[config.mk]
export PLATFORM = sky130hd
export DESIGN_NAME = efuse_packed_map_decoder
export DESIGN_NICKNAME = d
export VERILOG_FILES = /design/src/hw/rtl/efp_pkg.sv /design/src/hw/rtl/efuse_packed_map_decoder.sv /design/src/hw/rtl/efp_decode_core.sv
export SDC_FILE = /design/constraint.sdc
export NUM_CORES = 1
export LEC_CHECK = 0
export BUFFER_PORTS_ARGS = -buffer_cell sky130_fd_sc_hd__buf_2
export CORE_ASPECT_RATIO = 0.9
export CORE_MARGIN = 1
export CORE_UTILIZATION = 61
export CTS_BUF_LIST = sky130_fd_sc_hd__clkbuf_2 sky130_fd_sc_hd__clkbuf_4 sky130_fd_sc_hd__clkbuf_8
export CTS_CLUSTER_DIAMETER = 60
export CTS_CLUSTER_SIZE = 20
export DETAILED_ROUTE_END_ITERATION = 8
export GPL_TIMING_DRIVEN = 0
export PLACE_DENSITY = 0.86
export RECOVER_POWER = 50
export SLEW_MARGIN = 20
export SYNTH_ARGS = -nofsm -noshare
export SYNTH_HDL_FRONTEND = slang
export SYNTH_SLANG_ARGS = --single-unit
export TNS_END_PERCENT = 100
[constraint.sdc]
create_clock -name i_clk -period 4.9 [get_ports i_clk]
set_input_delay 0.245 -clock i_clk [delete_from_list [all_inputs] [get_ports i_clk]]
set_output_delay 0.245 -clock i_clk [all_outputs]
set_load 0.1 [all_outputs]
[src/hw/rtl/efp_pkg.sv]
// Shared types and constants for the packed fuse map decoder.
`default_nettype none

package efp_pkg;

    // Configuration register indexes
    localparam logic CFG_TARGET_OFFSET = 1'b0;
    localparam logic CFG_PHYS_LIMIT    = 1'b1;

    localparam logic [9:0]  TARGET_RESET = 10'd202;
    localparam logic [10:0] LIMIT_RESET  = 11'd1024;
    localparam logic [10:0] COUNT_MAX    = 11'd2047;

    // End cause codes
    localparam logic [2:0] END_RUNNING   = 3'd0;
    localparam logic [2:0] END_BLANK     = 3'd1;
    localparam logic [2:0] END_PAST_TGT  = 3'd2;
    localparam logic [2:0] END_LIMIT     = 3'd3;
    localparam logic [2:0] END_HDR_FAIL  = 3'd4;
    localparam logic [2:0] END_DATA_FAIL = 3'd5;

    localparam logic [7:0] BLANK_HEADER = 8'hFF;
    localparam logic [4:0] EXT_MARK     = 5'h0F;
    localparam logic [3:0] MASK_ALL     = 4'hF;

    typedef struct packed {
        logic [9:0]  target_offset;
        logic [10:0] phys_limit;
    } t_cfg;

    typedef struct packed {
        logic       req_type;
        logic [7:0] byte_value;
        logic       read_ok;
    } t_in_item;

    typedef struct packed {
        logic       write_valid;
        logic [9:0] logical_addr;
        logic [7:0] write_data;
        logic       done_res;
        logic [7:0] target_value;
        logic [2:0] end_cause;
    } t_result;

endpackage

`default_nettype wire

[src/hw/rtl/efuse_packed_map_decoder.sv]
// Top level: input register, configuration registers, decoder and result register.
// A request accepted into the input register is loaded into the result register when it
// steps, and from there it can be taken from m_axis.
// Throughput: one fuse byte per cycle; the input register loads whenever it is empty or
// stepping, and it steps whenever the result register is empty or being taken.
// Reset (synchronous, active low) empties both registers, sets target_offset to 202,
// phys_limit to 1024 and the decoder to expect a header.
`default_nettype none

module efuse_packed_map_decoder #(
    parameter int MAP_BYTES = 320
) (
    input  wire logic        i_clk,
    input  wire logic        i_rst_n,
    // Configuration write channel
    input  wire logic        i_cfg_valid,
    output logic             o_cfg_ready,
    input  wire logic        i_cfg_index,
    input  wire logic [10:0] i_cfg_data,
    // Input stream
    input  wire logic        s_axis_tvalid,
    output logic             s_axis_tready,
    input  wire logic [7:0]  s_axis_tdata,  // [7:0] byte_value
    input  wire logic [1:0]  s_axis_tuser,  // [0] req_type, [1] read_ok
    // Result stream
    output logic             m_axis_tvalid,
    input  wire logic        m_axis_tready,
    output logic [31:0]      m_axis_tdata,  // [9:0] logical_addr, [17:10] write_data,
                                            // [25:18] target_value, [28:26] end_cause
    output logic [1:0]       m_axis_tuser   // [0] write_valid, [1] done_res
);

    efp_pkg::t_cfg     r_cfg;
    efp_pkg::t_in_item r_in;
    logic              r_in_valid;
    efp_pkg::t_result  r_out;
    logic              r_out_valid;
    efp_pkg::t_result  w_result;
    logic              w_out_free;
    logic              w_step;

    assign o_cfg_ready   = 1'b1;
    assign w_out_free    = !r_out_valid || m_axis_tready;
    assign w_step        = r_in_valid && w_out_free;
    assign s_axis_tready = !r_in_valid || w_out_free;

    // Write configuration registers
    always_ff @(posedge i_clk) begin
        if (!i_rst_n) begin
            r_cfg.target_offset <= efp_pkg::TARGET_RESET;
            r_cfg.phys_limit    <= efp_pkg::LIMIT_RESET;
        end else if (i_cfg_valid) begin
            unique case (i_cfg_index)
                efp_pkg::CFG_TARGET_OFFSET: r_cfg.target_offset <= i_cfg_data[9:0];
                efp_pkg::CFG_PHYS_LIMIT:    r_cfg.phys_limit    <= i_cfg_data;
                default:                    r_cfg               <= r_cfg;
            endcase
        end
    end

    // Capture a request into the input register
    always_ff @(posedge i_clk) begin
        if (!i_rst_n) begin
            r_in_valid <= 1'b0;
        end else if (s_axis_tvalid && s_axis_tready) begin
            r_in_valid <= 1'b1;
        end else if (w_step) begin
            r_in_valid <= 1'b0;
        end
    end

    always_ff @(posedge i_clk) begin
        if (s_axis_tvalid && s_axis_tready) begin
            r_in.req_type   <= s_axis_tuser[0];
            r_in.byte_value <= s_axis_tdata;
            r_in.read_ok    <= s_axis_tuser[1];
        end
    end

    efp_decode_core #(
        .MAP_BYTES (MAP_BYTES)
    ) u_core (
        .i_clk    (i_clk),
        .i_rst_n  (i_rst_n),
        .i_step   (w_step),
        .i_cfg    (r_cfg),
        .i_item   (r_in),
        .o_result (w_result)
    );

    // Hold the result until the downstream side takes it
    always_ff @(posedge i_clk) begin
        if (!i_rst_n) begin
            r_out_valid <= 1'b0;
        end else if (w_step) begin
            r_out_valid <= 1'b1;
        end else if (m_axis_tready) begin
            r_out_valid <= 1'b0;
        end
    end

    always_ff @(posedge i_clk) begin
        if (w_step) begin
            r_out <= w_result;
        end
    end

    assign m_axis_tvalid = r_out_valid;
    assign m_axis_tuser  = {r_out.done_res, r_out.write_valid};
    assign m_axis_tdata  = {3'b000, r_out.end_cause, r_out.target_value,
                            r_out.write_data, r_out.logical_addr};

endmodule

`default_nettype wire

[src/hw/rtl/efp_decode_core.sv]
// Section decoder: header, extension and data tracking with per-request result.
`default_nettype none

module efp_decode_core #(
    parameter int MAP_BYTES = 320
) (
    input  wire logic             i_clk,
    input  wire logic             i_rst_n,
    input  wire logic             i_step,
    input  wire efp_pkg::t_cfg    i_cfg,
    input  wire efp_pkg::t_in_item i_item,
    output efp_pkg::t_result      o_result
);

    typedef enum logic [1:0] {
        PH_HDR,
        PH_EXT,
        PH_DATA,
        PH_DONE
    } t_phase;

    localparam logic [10:0] MAP_LIMIT = 11'(MAP_BYTES);

    // First word at or above from with a clear enable bit; 4 if none
    function automatic logic [2:0] next_clear(input logic [3:0] mask, input logic [2:0] from);
        logic [2:0] found;
        found = 3'd4;
        for (int i = 3; i >= 0; i--) begin
            if ((3'(i) >= from) && !mask[i]) begin
                found = 3'(i);
            end
        end
        return found;
    endfunction

    t_phase      r_phase, n_phase;
    logic [2:0]  r_hdr_hi, n_hdr_hi;
    logic [6:0]  r_offset, n_offset;
    logic [3:0]  r_mask, n_mask;
    logic [1:0]  r_widx, n_widx;
    logic        r_byte, n_byte;
    logic [10:0] r_count, n_count;
    logic [7:0]  r_capt, n_capt;
    logic [2:0]  r_end, n_end;

    logic        w_start;
    logic [6:0]  w_sec_off;
    logic [3:0]  w_sec_mask;
    logic        w_sec_end;
    logic [2:0]  w_next;
    logic [9:0]  w_addr;

    assign w_addr = {r_offset, r_widx, r_byte};

    always_comb begin
        n_phase    = r_phase;
        n_hdr_hi   = r_hdr_hi;
        n_offset   = r_offset;
        n_mask     = r_mask;
        n_widx     = r_widx;
        n_byte     = r_byte;
        n_count    = r_count;
        n_capt     = r_capt;
        n_end      = r_end;
        w_start    = 1'b0;
        w_sec_off  = '0;
        w_sec_mask = '0;
        w_sec_end  = 1'b0;
        w_next     = '0;
        o_result   = '0;

        if (i_item.req_type) begin
            // Restart: clear decode state, keep configuration
            n_phase  = PH_HDR;
            n_hdr_hi = '0;
            n_offset = '0;
            n_mask   = '0;
            n_widx   = '0;
            n_byte   = 1'b0;
            n_count  = '0;
            n_capt   = 8'hFF;
            n_end    = efp_pkg::END_RUNNING;
        end else if (r_phase != PH_DONE) begin
            if (r_phase == PH_HDR && r_count >= i_cfg.phys_limit) begin
                n_phase = PH_DONE;
                n_end   = efp_pkg::END_LIMIT;
            end else begin
                if (r_count < efp_pkg::COUNT_MAX) begin
                    n_count = r_count + 11'd1;
                end
                unique case (r_phase)
                    PH_EXT: begin
                        if (!i_item.read_ok) begin
                            n_phase = PH_DONE;
                            n_end   = efp_pkg::END_HDR_FAIL;
                        end else if (i_item.byte_value[3:0] == efp_pkg::MASK_ALL) begin
                            // Skipped extension: no base, no data
                            if (n_count >= i_cfg.phys_limit) begin
                                n_phase = PH_DONE;
                                n_end   = efp_pkg::END_LIMIT;
                            end else begin
                                n_phase = PH_HDR;
                            end
                        end else begin
                            w_start    = 1'b1;
                            w_sec_off  = {i_item.byte_value[7:4], r_hdr_hi};
                            w_sec_mask = i_item.byte_value[3:0];
                        end
                    end
                    PH_DATA: begin
                        if (!i_item.read_ok) begin
                            n_capt  = 8'h00;
                            n_phase = PH_DONE;
                            n_end   = efp_pkg::END_DATA_FAIL;
                        end else begin
                            if ({1'b0, w_addr} < MAP_LIMIT) begin
                                o_result.write_valid  = 1'b1;
                                o_result.logical_addr = w_addr;
                                o_result.write_data   = i_item.byte_value;
                                if (w_addr == i_cfg.target_offset) begin
                                    n_capt = i_item.byte_value;
                                end
                            end
                            if (!r_byte) begin
                                n_byte = 1'b1;
                            end else begin
                                n_byte = 1'b0;
                                w_next = next_clear(r_mask, {1'b0, r_widx} + 3'd1);
                                if (w_next[2]) begin
                                    n_widx    = '0;
                                    w_sec_end = 1'b1;
                                end else begin
                                    n_widx = w_next[1:0];
                                end
                            end
                        end
                    end
                    PH_HDR: begin
                        if (!i_item.read_ok) begin
                            n_phase = PH_DONE;
                            n_end   = efp_pkg::END_HDR_FAIL;
                        end else if (i_item.byte_value == efp_pkg::BLANK_HEADER) begin
                            n_phase = PH_DONE;
                            n_end   = efp_pkg::END_BLANK;
                        end else if (i_item.byte_value[4:0] == efp_pkg::EXT_MARK) begin
                            n_hdr_hi = i_item.byte_value[7:5];
                            n_phase  = PH_EXT;
                        end else begin
                            w_start    = 1'b1;
                            w_sec_off  = {3'b000, i_item.byte_value[7:4]};
                            w_sec_mask = i_item.byte_value[3:0];
                        end
                    end
                    default: begin
                        n_phase = r_phase;
                    end
                endcase

                // Open a section: find its first enabled word
                if (w_start) begin
                    n_offset = w_sec_off;
                    n_mask   = w_sec_mask;
                    n_byte   = 1'b0;
                    w_next   = next_clear(w_sec_mask, 3'd0);
                    if (w_next[2]) begin
                        n_widx    = '0;
                        w_sec_end = 1'b1;
                    end else begin
                        n_widx  = w_next[1:0];
                        n_phase = PH_DATA;
                    end
                end

                // Close a section: past-target check, then physical limit
                if (w_sec_end) begin
                    if ({1'b0, n_offset, 3'b000} > ({1'b0, i_cfg.target_offset} + 11'd8)) begin
                        n_phase = PH_DONE;
                        n_end   = efp_pkg::END_PAST_TGT;
                    end else if (n_count >= i_cfg.phys_limit) begin
                        n_phase = PH_DONE;
                        n_end   = efp_pkg::END_LIMIT;
                    end else begin
                        n_phase = PH_HDR;
                    end
                end
            end
        end

        // Report the end status once decoding has finished
        if (!i_item.req_type && n_phase == PH_DONE) begin
            o_result.done_res     = 1'b1;
            o_result.target_value = (n_capt == 8'hFF) ? 8'h00 : n_capt;
            o_result.end_cause    = n_end;
        end
    end

    // Hold decode state; advance on each processed request
    always_ff @(posedge i_clk) begin
        if (!i_rst_n) begin
            r_phase  <= PH_HDR;
            r_hdr_hi <= '0;
            r_offset <= '0;
            r_mask   <= '0;
            r_widx   <= '0;
            r_byte   <= 1'b0;
            r_count  <= '0;
            r_capt   <= 8'hFF;
            r_end    <= efp_pkg::END_RUNNING;
        end else if (i_step) begin
            r_phase  <= n_phase;
            r_hdr_hi <= n_hdr_hi;
            r_offset <= n_offset;
            r_mask   <= n_mask;
            r_widx   <= n_widx;
            r_byte   <= n_byte;
            r_count  <= n_count;
            r_capt   <= n_capt;
            r_end    <= n_end;
        end
    end

endmodule

`default_nettype wire

**Word level (Yosys, flattened, before mapping)**

Cells that the tools add are included.

- Add/subtract/negate cells: 3
- $mul: 0
- Div/mod/pow operators: 0
- Magnitude comparators: 9
- Equality and inequality tests: 11
- Shift-type cells: 0
- Muxes and demuxes: 134
- Bitwise logic cells: 6
- Reductions and logical operators: 38

Operators with widths:

| cell | count |
|---|---|
| 3-bit two-way mux | 37 |
| 11-bit two-way mux | 7 |
| 7-bit two-way mux | 11 |
| 8-bit two-way mux | 8 |
| 4-bit two-way mux | 13 |
| 2-bit two-way mux | 23 |
| 1-bit two-way mux | 28 |
| 11-bit greater-or-equal comparator | 2 |
| 19-bit two-way mux | 1 |
| 8-bit equality test (second input constant) | 2 |
| 7-bit one-hot mux with 2 select lines | 1 |
| 2-bit nonzero test | 7 |
| 12-bit two-way mux | 1 |
| 10-bit by 4-bit adder with 11-bit output (second input constant) | 1 |
| 11-bit by 1-bit adder with 11-bit output (second input constant) | 1 |
| 10-bit by 11-bit greater-than comparator with 1-bit output | 1 |
| 11-bit less-than comparator (second input constant) | 1 |
| 10-bit equality test | 1 |
| 10-bit by 9-bit less-than comparator with 1-bit output (second input constant) | 1 |
| 3-bit one-hot mux with 3 select lines | 1 |
| 3-bit nonzero test | 3 |
| 1-bit logical AND | 8 |
| 4-bit one-hot mux with 2 select lines | 1 |
| 1-bit zero test | 7 |
| other kinds (22) | 34 |

- Bits in registers: 105
- Latch bits: 0
- Memory bits (writable): 0
- ROM bits: 0
- Input port bits: 27
- Output and inout port bits: 37
- Logic and storage cells: 223
- Memories kept: 0

**Depth between registers and ports, before layout**

- Depth in word-level cells: 30
- Mapped depth: 15
- Depth with buffers taken out: 13

**Modules after synthesis**

Synthesis repeated with hierarchy kept, for this count alone.

- Cells, all modules: 629
- Area, all modules: 5,875.6 um^2

By module, submodules not included:

| module | instances | cells an instance | area each (um^2) | seq. area each (um^2) |
|---|---|---|---|---|
| efp_decode_core | 1 | 485 | 3,682.3 | 800.8 |
| efuse_packed_map_decoder | 1 | 144 | 2,193.4 | 1,691.6 |

**Worst setup path after synthesis**

Ideal clock, no wire load.

- Kind: register to register
- From: register u_core.r_count[2]
- To: register r_out (netlist bit m_axis_tdata[19]) (data pin)
- Library setup time: 0.271 ns
- Arrival: 3.512 ns
- Data required time: 4.629 ns
- Setup slack: 1.116 ns
- Cell stages (with the launch flop): 16
- Buffers on the path: 2
- Period minus slack after synthesis: 3.784 ns
- Path through: dfxtp_1 -> and3_1 -> clkbuf_1 -> nand4_1 -> and4_1 -> and3_1 -> xor2_1 -> ha_1 -> a21o_1 -> a221oi_1 -> o21ai_1 -> a221oi_2 -> o21ai_1 -> a41oi_1 -> buf_2 -> nor3_1

- Longest elaborated chain between the ends: 20
- Elaborated cells between the ends (all ways): 28
- Those cells by class: add/sub (1); order compare (3); eq/ne (2); mux (18); bitwise (1); reduce/logical (3)

Ends and longest elaborated chain:

| item | RTL line | RTL |
|---|---|---|
| start, declared | efp_decode_core.sv:42 | `logic [10:0] r_count, n_count;` |
| start signal, assigned | efp_decode_core.sv:216 | `r_count <= n_count;` |
| 11-bit by 1-bit adder with 11-bit output / 11-bit less-than comparator (equally long branches) | efp_decode_core.sv:89, efp_decode_core.sv:88 |  |
| 11-bit two-way mux | efp_decode_core.sv:88 | `if (r_count < efp_pkg::COUNT_MAX) begin` |
| 11-bit two-way mux | efp_decode_core.sv:84 | `if (r_phase == PH_HDR && r_count >= i_cfg.phys_limit) begin` |
| 11-bit two-way mux | efp_decode_core.sv:83 | `end else if (r_phase != PH_DONE) begin` |
| 11-bit two-way mux | efp_decode_core.sv:72 | `if (i_item.req_type) begin` |
| 11-bit greater-or-equal comparator | efp_decode_core.sv:98, efp_decode_core.sv:179 |  |
| 2-bit two-way mux | efp_decode_core.sv:98, efp_decode_core.sv:179 |  |
| 2-bit two-way mux | efp_decode_core.sv:96 | `end else if (i_item.byte_value[3:0] == efp_pkg::MASK_ALL) begin` |
| (+4 left out) | n/a |  |
| 2-bit two-way mux | efp_decode_core.sv:175 | `if (w_sec_end) begin` |
| 2-bit two-way mux | efp_decode_core.sv:84 |  |
| 2-bit two-way mux | efp_decode_core.sv:83 |  |
| 2-bit two-way mux | efp_decode_core.sv:72 |  |
| 2-bit equality test | efp_decode_core.sv:190 | `if (!i_item.req_type && n_phase == PH_DONE) begin` |
| 1-bit logical AND | efp_decode_core.sv:190 |  |
| 1-bit inverter (no line) | n/a |  |
| 2-bit OR reduction (no line) | n/a |  |
| end signal, assigned | efuse_packed_map_decoder.sv:104 | `r_out <= w_result;` |
| end, declared | efuse_packed_map_decoder.sv:36 | `efp_pkg::t_result r_out;` |

Parallel ways exist; a longest one is shown, timed or not. The select of a mux whose other input is x is not followed.
A chain may end at the register's enable or synchronous reset.

**Worst setup path after layout**

Same ends and word-level chain as after synthesis.

==> results by group <==
Status
  • Outcome: finished, final reports clean

Layout
  • Multi-input combinational cell area: between 2000 and 3000 µm²
  • Fillers: 696
  • Layout cells sized above 1: 8.982%
  • Diode count: 0
  • Final #Nets: 721
  • Area Growth Syn to Fin: 11.34%
  • FF+latch area: 2492 µm²
  • Finished Cell Area: just over 6000 µm²

Critical path
  • CP max stage delay: around 0.46 ns
  • CP arrival: ~4.7 ns
  • Worst-path cell chain: and3_1, clkbuf_1, nand4_1, and4_1, and3_1, xor2_1, ha_1, a21o_1, a221oi_1, o21ai_1, a221oi_4, o21ai_1, a41oi_1, buf_2, nor3_1
  • Buf/Inv on CP: 2
  • Setup crit start kind: register
  • Crit end category: register
  • Crit path max fanout: 10
  • CP delay by family, top: compound AO/OA/AOI/OAI gates
  • Setup CP Type: register to register
  • Req. time, crit path: approximately 5 ns
  • Critical Path Slowest Stage Cell: dfxtp_1

Synthesis
  • Yosys top cell area share: a little under a quarter
  • YS warnings: 0
  • Gate Count Post-Synth: 591
  • Seq/Total Area, Yosys: 45.54%
  • Post-synth EDFFs: between 40 and 50
  • Top_reg_cell synth: dfxtp_1
  • Synthesized cell area: around 5500 µm²
  • #FFs+latches synth: approximately 100
  • Post-synthesis cell type count: 62
  • Avg Cell Area, Syn: just over 9 µm²
  • Ranking of synthesized cells by area: dfxtp_1 (23%), edfxtp_1 (22%), ha_1 (7.1%)
  • Async S/R FF share, synth: 0%
  • Cell taking the most area after synthesis: dfxtp_1

Floorplanning
  • Die footprint: a little over 9000 µm²
  • Die width: slightly above 100 µm
  • Initial Utilization: 63.28%
  • Placeable Area: between 8000 and 9000 µm²
  • Row count: 32
  • Ports: 64
  • Die height: approximately 92 µm

Clocking
  • Hold_buf cts: 0
  • TritonCTS Sinks: 104
  • Cts bufs inserted: 9
  • Post-cts repair resize count: 0
  • CTS tree: yes
  • Worst-path clk slew: approximately 0.10 ns
  • H-Tree Level Count: 3
  • Skew-Pair Late Insertion Delay: 0.37 ns
  • Post CTS Setup Buffer Count: 0
  • CTS root buf: clkbuf_8
  • Clock buffer depth: 2

STA
  • RSZ-0062 raised after global routing: no
  • Tmin final: approximately 4.6 ns
  • Final Hold Viols: 0
  • Achievable frequency: ~220 MHz
  • Least-Margin Pin Slew: about 1.4 ns
  • Final setup viols: 0
  • TNS Setup: 0 ns
  • Tcrit/Tclk final: between 90% and 100%
  • Max-slew violation count: 0
  • Final setup margin: approximately 0.28 ns
  • Slew margin rel.: 5.169%
  • Clock skew: approximately 0.01 ns

Placed design
  • Pre-CTS WS: between 0.2 and 0.3 ns
  • Port bufs: 58
  • DP Area: ~6000 µm²
  • GP Congestion: between 0.9 and 1
  • HPWL after detailed placement: ~11 mm

Route
  • Routed wire length: about 14 mm
  • Average routed wire per standard cell: 18.10 µm
  • Initial DRC Count: 330
  • DR vias/cell: 6.247
  • 1st-pass router iterations: 5
  • Routed vias: about 4,900
  • Antenna-violating nets left: 0
  • DRC: 0

Flow run
  • Max_cap viols: 0

Power
  • Pwr/cell area: a little over 300 nW/µm²
  • Max IR drop VDD: about 0.18 mV
  • Lkg Pwr: around 2.4 nW

GRT
  • Number of global-route vias before repair: about 4,500
  • Largest net degree at the start of global routing: 40
  • First-pass GRT wire length: between 20 and 25 mm
  • Initial antenna violation count: 1
  • Total congestion overflow: 0
  • GR Util All Layers: 31.86%

Min path
  • HP Class: input port to register
## cells in the final DEF, fill, tap and decap left out, drive strengths merged, types with 6 or more instances in the layout
master / Yosys / final
nand2b: 6 / 6
a21oi: 43 / 43
a22oi: 22 / 22
o21ai: 21 / 21
and3: 10 / 10
nand3: 20 / 20
buf: 9 / 33
a21o: 8 / 8
edfxtp: 41 / 41
nor2: 34 / 34
inv: 28 / 29
and2: 19 / 19
a211oi: 6 / 6
clkbuf: 21 / 67
nor2b: 9 / 9
nor3: 15 / 15
o211ai: 12 / 12
xnor2: 13 / 13
ha: 31 / 31
dfxtp: 63 / 63
nand2: 80 / 80
a221oi: 11 / 11
nand4: 9 / 9
## cell families after synthesis
logic type                 after synthesis  synth area share, %
AOI/OAI and AO/OA                      149                18.24
xor gates and xnor gates                18                2.881
adders and majority gates               31                7.087
buffers and inverters                   58                4.298
DFF                                    104                45.54
muxes                                    2               0.3887
other                                    2               0.1372
and+or+nand+nor                        227                21.42
## registers in the layout, summed over array words and instances (netlist names)
| signal | flops |
|---|---|
| u_core.r_mask | 3 |
| u_core.r_hdr_hi | 3 |
| u_core.r_capt | 8 |
| r_in_valid | 1 |
| r_cfg | 21 |
| u_core.r_offset | 7 |
| r_in | 10 |
| m_axis_tdata | 29 |
| u_core.r_phase | 2 |
| u_core.r_byte | 1 |
| u_core.r_end | 3 |
| u_core.r_count | 11 |
| m_axis_tvalid | 1 |
| u_core.r_widx | 2 |
| m_axis_tuser | 2 |
## report_power, final
part,switching (mW),total [mW],internal [mW]
clock network,0.294,0.550,0.256
registers,0.0303,0.967,0.937
logic,0.247,0.329,0.0819
total,0.572,1.85,1.27
## path summary, 6_finish.rpt
check	start	to	slack (ns)	cells after the start
setup reg to reg	u_core.r_count[2]	m_axis_tdata[19]	0.28	15
hold reg to reg	u_core.r_hdr_hi[0]	u_core.r_hdr_hi[0]	0.46	2
setup / recovery	u_core.r_count[2]	m_axis_tdata[19]	0.28	15
hold / removal	s_axis_tdata[7]	r_in[8]	0.05	1
## synth_stat cells, drive strengths merged (4+ instances only)
library cell and number:
a21o 8, a31oi 5, xor2 5, a22oi 22, nand2 80, nor2b 9, a221oi 11, ha 31
nor3 15, nand4 9, a21oi 43, nand3 20, inv 28, and2 19, dfxtp 63, buf 9
o21a 4, edfxtp 41, a211oi 6, o211ai 12, and3 10, xnor2 13, nand2b 6, clkbuf 21
nor2 34, o21ai 21
## layer usage
layer,track usage (%),share of wire [%]
met5,0,0
met4,9.167,1.6
met3,6.555,10
met2,47.92,44
met1,46.17,44
## final cells by class
| type | instances | share of cell area [%] |
|---|---|---|
| sequential | 104 | 40.90 |
| timing repair buffer | 58 | 4.086 |
| buffer | 30 | 2.136 |
| tap | 119 | 2.444 |
| clock buffer | 12 | 2.402 |
| clock inverter | 4 | 0.8830 |
| multi-input combinational | 432 | 45.42 |
| inverter | 28 | 1.725 |
## worst reg2reg max path, stage by stage (launching register included)
cell      delay [ns]
dfxtp_1         0.46
and3_1          0.19
clkbuf_1        0.31
nand4_1         0.38
and4_1          0.40
and3_1          0.23
xor2_1          0.15
ha_1            0.30
a21o_1          0.19
a221oi_1        0.28
o21ai_1         0.17
a221oi_4        0.43
o21ai_1         0.16
a41oi_1         0.34
buf_2           0.29
nor3_1          0.09
## through the flow
step	hold WS, ns	util, %	power (mW)	cells
6_report	0.04661	70.46	1.846	787
5_1_grt	0.03391	70.46	1.905	787
4_1_cts	0.03712	70.80	1.842	787
3_5_place_dp	0.4231	68.49	1.310	771
3_3_place_gp	0.4225	68.49	1.301	771
2_1_floorplan	0.3439	-	1.230	594
Power figures use the tool's default switching activity.
